`config.mk`:
```
export PLATFORM = sky130hd
export DESIGN_NAME = ddrm_ctrl
export DESIGN_NICKNAME = d
export VERILOG_FILES = /design/src/design/ddrm_pkg.sv /design/src/design/ddrm_ctrl.sv
export SDC_FILE = /design/constraint.sdc
export NUM_CORES = 1
export LEC_CHECK = 0
export BUFFER_PORTS_ARGS = -buffer_cell sky130_fd_sc_hd__buf_4
export CAP_MARGIN = 25
export CORE_AREA = 2 2 39 41
export CTS_CLUSTER_SIZE = 12
export DETAILED_ROUTE_END_ITERATION = 10
export DIE_AREA = 0 0 41 43
export GPL_TIMING_DRIVEN = 0
export SETUP_SLACK_MARGIN = 0.4
export SLEW_MARGIN = 20
export SYNTH_ARGS = -nofsm -noshare
export SYNTH_HDL_FRONTEND = slang
export SYNTH_SLANG_ARGS = --single-unit
export TNS_END_PERCENT = 100
```
`constraint.sdc`:
```
create_clock -name aclk -period 2.5 [get_ports aclk]
set_input_delay 0.375 -clock aclk [delete_from_list [all_inputs] [get_ports aclk]]
set_output_delay 0.375 -clock aclk [all_outputs]
set_load 0.02 [all_outputs]
```
`src/design/ddrm_pkg.sv`:
```
// ----------------------------------------------------------------------------
// ddrm_pkg
// Shared types and constants for the detection dedup and running mean block.
// ----------------------------------------------------------------------------
package ddrm_pkg;

    localparam int MaxEntriesDefault = 16;
    localparam logic [16:0] HitMax = 17'd65535;

    // Action codes of a result.
    typedef enum logic [1:0] {
        ACT_DROP  = 2'd0,
        ACT_NEW   = 2'd1,
        ACT_MERGE = 2'd2,
        ACT_FULL  = 2'd3
    } action_t;

    // Configuration register indexes.
    localparam logic [0:0] CFG_RADIUS = 1'b0;
    localparam logic [0:0] CFG_MARGIN = 1'b1;

    // Commands from the controller to the datapath.
    typedef struct packed {
        logic load;       // capture the request and clear search state
        logic cmp;        // compare the entry at the search pointer
        logic step;       // advance the search pointer
        logic div_start;  // start the three mean dividers
        logic commit;     // write the table and build the result
    } ddrm_cmd_t;

    // Status from the datapath to the controller.
    typedef struct packed {
        logic border;     // request dropped at the border
        logic hit;        // compare hit at the search pointer
        logic scan_done;  // pointer has reached the entry total
        logic full;       // table is full
        logic div_done;   // all three dividers finished
    } ddrm_sts_t;

endpackage

```
`src/design/ddrm_ctrl.sv`:
```
// ----------------------------------------------------------------------------
// ddrm_ctrl
// Controller: sequences the border test, the table walk, the mean divide
// and the commit of one request.
// ----------------------------------------------------------------------------
module ddrm_ctrl (
    input  logic               aclk,
    input  logic               aresetn,
    input  logic               in_valid,
    output logic               in_ready,
    input  logic               out_busy,
    input  ddrm_pkg::ddrm_sts_t sts,
    output ddrm_pkg::ddrm_cmd_t cmd
);
    import ddrm_pkg::*;

    typedef enum logic [5:0] {
        ST_IDLE   = 6'b000001,
        ST_CHECK  = 6'b000010,
        ST_SCAN   = 6'b000100,
        ST_DIV    = 6'b001000,
        ST_WAIT   = 6'b010000,
        ST_COMMIT = 6'b100000
    } state_t;

    state_t state_reg, state_next;

    // Next state and commands.
    always_comb begin
        state_next = state_reg;
        cmd        = '0;
        in_ready   = 1'b0;
        unique case (state_reg)
            ST_IDLE: begin
                in_ready = 1'b1;
                if (in_valid) begin
                    cmd.load   = 1'b1;
                    state_next = ST_CHECK;
                end
            end
            ST_CHECK: begin
                if (sts.border) begin
                    state_next = ST_COMMIT;
                end else begin
                    state_next = ST_SCAN;
                end
            end
            ST_SCAN: begin
                if (sts.scan_done) begin
                    state_next = ST_COMMIT;
                end else begin
                    cmd.cmp = 1'b1;
                    if (sts.hit) begin
                        state_next = ST_DIV;
                    end else begin
                        cmd.step = 1'b1;
                    end
                end
            end
            ST_DIV: begin
                cmd.div_start = 1'b1;
                state_next    = ST_WAIT;
            end
            ST_WAIT: begin
                if (sts.div_done) begin
                    state_next = ST_COMMIT;
                end
            end
            ST_COMMIT: begin
                // The result register must be free or emptying at this edge.
                if (!out_busy) begin
                    cmd.commit = 1'b1;
                    state_next = ST_IDLE;
                end
            end
            default: state_next = ST_IDLE;
        endcase
    end

    always_ff @(posedge aclk) begin
        if (!aresetn) begin
            state_reg <= ST_IDLE;
        end else begin
            state_reg <= state_next;
        end
    end
endmodule

```
==> impl_metrics.py <==
metrics = {
    "status": {
        "status": "complete, no violations",
    },
    "floorplan": {
        "io-pin-count": 15,
        "num_rows": 14,
        "coreArea_um2": 1384,
        "die_w_um": 41,
        "die_y_um": 43,
        "initial_core_util_pct": 34.36,
        "dieArea_um2": 1763,
    },
    "hold_path": {
        "hold_class": "in -> reg",
    },
    "logic_synthesis": {
        "synth_cell_types": 29,
        "ys.warnings.count": 0,
        "synth_top_family_by_area": "simple AND/OR/NAND/NOR gates",
        "syn-instance-count": 58,
        "synth_top_area_share_pct": 25.26,
        "synth_xor_area_share_pct": 1.842,
        "synth_mux_area_share_pct": 0,
        "synth_area_leaders": "dfxtp_1 (25%), nor4_4 (8.9%), nor2_1 (8.7%), nor4b_4 (5.0%), nand3_1 (4.2%)",
        "synth-simple-area-share_pct": 48.95,
        "avgSynthCellArea_um2": 8.198,
        "yosys.area_share.adder_pct": 0,
        "synth_compound_area_share_pct": 14.21,
        "synth_seq_cells": 6,
        "syn_nets": 67,
        "yosysSeqAreaShare_pct": 25.26,
        "synth_area_um2": 475.5,
        "synth_top_area_cell": "dfxtp_1",
    },
    "timing": {
        "setup_violations": 0,
        "min_period_over_period_pct": 75.18,
        "clock.fmax_ghz": 0.5321,
        "relSlewSlack_pct": 74.76,
        "worst_slew_pin_slew_ps": 375.1,
        "finClkSkew_ps": 2.507,
        "grt_setup_unrepaired": "false",
        "tns_ps": 0,
        "drv_slew": 0,
        "whs_ps": 354.5,
        "period_minus_slack_ps": 1879,
        "hold_viol": 0,
    },
    "critical_path": {
        "critPathMaxFanout": 9,
        "endpoint_kind": "output port",
        "worst-endpoint-required_ps": 2120,
        "cp.arrival_ps": 1500,
        "critPathKind": "reg -> out",
        "cp-start-kind": "register",
        "rrSetupSlack_ps": 1200,
    },
    "drt": {
        "drc": 0,
        "drtIter0Drc": 15,
        "drtPass1Iterations": 4,
        "detail_route.wl_per_cell_um": 10.86,
        "num_vias": 452,
        "vias_per_cell": 5.022,
        "routed_wl_um": 977,
        "drt.antenna.violating_nets": 0,
    },
    "clock_network": {
        "ctsResizeCount": 0,
        "cts_root_buffer": "clkbuf_4",
        "cts_buffer_depth": 2,
        "clk_pin_slew_ps": 40,
        "cts_tree": "yes",
        "clock-sinks": 6,
        "post_cts_buffers": 0,
        "cts_buffers": 3,
        "htree_levels": 1,
        "clk_latency_ps": 240,
        "ctsHoldBuffers": 0,
    },
    "global_route": {
        "grt_use_met3_pct": 3.141,
        "grt_pass1_vias": 379,
        "grt_overflow": 0,
        "met1_usage_pct": 18.77,
        "grt_usage_pct": 13.18,
        "antenna_found_initial": 0,
        "use_met2_pct": 17.19,
        "grt_max_degree": 11,
        "busiest_layer": "met1",
        "grt_first_pass_wirelength_mm": 1.545,
    },
    "layout": {
        "design_area_um2": 615.6,
        "layout.nets": 85,
        "final_util_pct": 44.48,
        "drive_gt1_share_pct": 37.84,
        "areaGrowthSynthToFinish_pct": 29.47,
        "antenna_cells": 0,
        "nFillCells": 147,
        "largest_reg_flops": 6,
    },
    "job": {
        "drv_cap": 0,
    },
    "power_and_ir_drop": {
        "power.total_w": 0.0005729,
        "ir_drop_mv": 0.4668,
        "power.density_nw_per_um2": 930.7,
        "p_leak_nw": 0.2739,
    },
    "placed_design": {
        "portBuffers": 13,
        "dp_hpwl_um": 765.9,
        "place_congestion": 0.6834,
        "place_area_um2": 593.1,
    },
}
[Yosys cell counts]
cell type,number
a21boi_0,1
a21oi_1,1
a22oi_2,1
a31oi_1,1
and2_1,1
and3_2,1
and3b_2,1
buf_4,2
buf_6,1
clkbuf_2,1
dfxtp_1,6
inv_1,4
nand2_1,5
nand2b_1,1
nand3_1,4
nand3b_1,2
nand4_1,1
nand4b_1,1
nor2_1,11
nor3_1,1
nor3b_1,2
nor4_1,1
nor4_4,2
nor4b_4,1
o211ai_1,1
o21ai_0,1
o21ai_2,1
o221ai_2,1
xor2_1,1
[layout make-up]
| class | instances | area (um2) | share of cell area (%) |
|---|---|---|---|
| buffer | 4 | 31.28 | 5.081 |
| clock buffer | 3 | 22.52 | 3.659 |
| inverter | 4 | 15.01 | 2.439 |
| multi-input combinational | 44 | 309.0 | 50.20 |
| sequential | 6 | 120.1 | 19.51 |
| tap | 16 | 20.02 | 3.252 |
| timing repair buffer | 13 | 97.59 | 15.85 |
[stage by stage]
step / std cells / setup WS (ps)
after global routing: 90 / 473.4
final: 90 / 620.6
after detailed placement: 87 / 860.8
after CTS: 90 / 585.7
after floorplan: 58 / 883.3
after global placement: 87 / 869.1
[layer usage]
metal	up-vias	share of wire (%)
li1	238	-
met1	211	48
met2	3	50
met3	0	2.1
met4	0	0
met5	-	0
[report_power, final]
group	internal, W	total, W	leakage, nW	switching, W
combinational	0.000158	0.000352	0.211	0.000193
sequential	0.000117	0.000135	0.0490	0.0000177
clock	0.0000541	0.0000861	0.0138	0.0000320
total	0.000330	0.000573	0.274	0.000243
[logic make-up after synthesis]
kind of cell	count (synthesis)
AND/OR/NAND/NOR	35
flip-flops	6
XOR/XNOR	1
AO/OA/AOI/OAI	8
buffers and inverters	8
[final timing paths]
| path | from | endpoint | cells after the start |
|---|---|---|---|
| max | state_reg[2]$_SDFFE_PN0P_ | cmd[4] | 6 |
| min | aresetn | state_reg[0]$_SDFFE_PN1P_ | 2 |
| max reg2reg | state_reg[5]$_SDFFE_PN0P_ | state_reg[0]$_SDFFE_PN1P_ | 4 |
| min reg2reg | state_reg[0]$_SDFFE_PN1P_ | state_reg[2]$_SDFFE_PN0P_ | 4 |
[placed cells by master, fill, tap and decap left out, drive strengths merged, types with 2 or more instances in the layout]
master | synthesis | routed
buf | 3 | 16
nor2 | 11 | 11
dfxtp | 6 | 6
nand2 | 5 | 5
inv | 4 | 4
nand3 | 4 | 4
clkbuf | 1 | 4
nor4 | 3 | 3
nor3b | 2 | 2
nand3b | 2 | 2
o21ai | 2 | 2
[critical path: stages (launching register included)]
cell and delay [ps]:
dfxtp_1 290, clkbuf_2 180, nor3_1 230, nand3_1 210, inv_1 110, and2_1 120
buf_4 130
(Power assumes the default switching activity.)
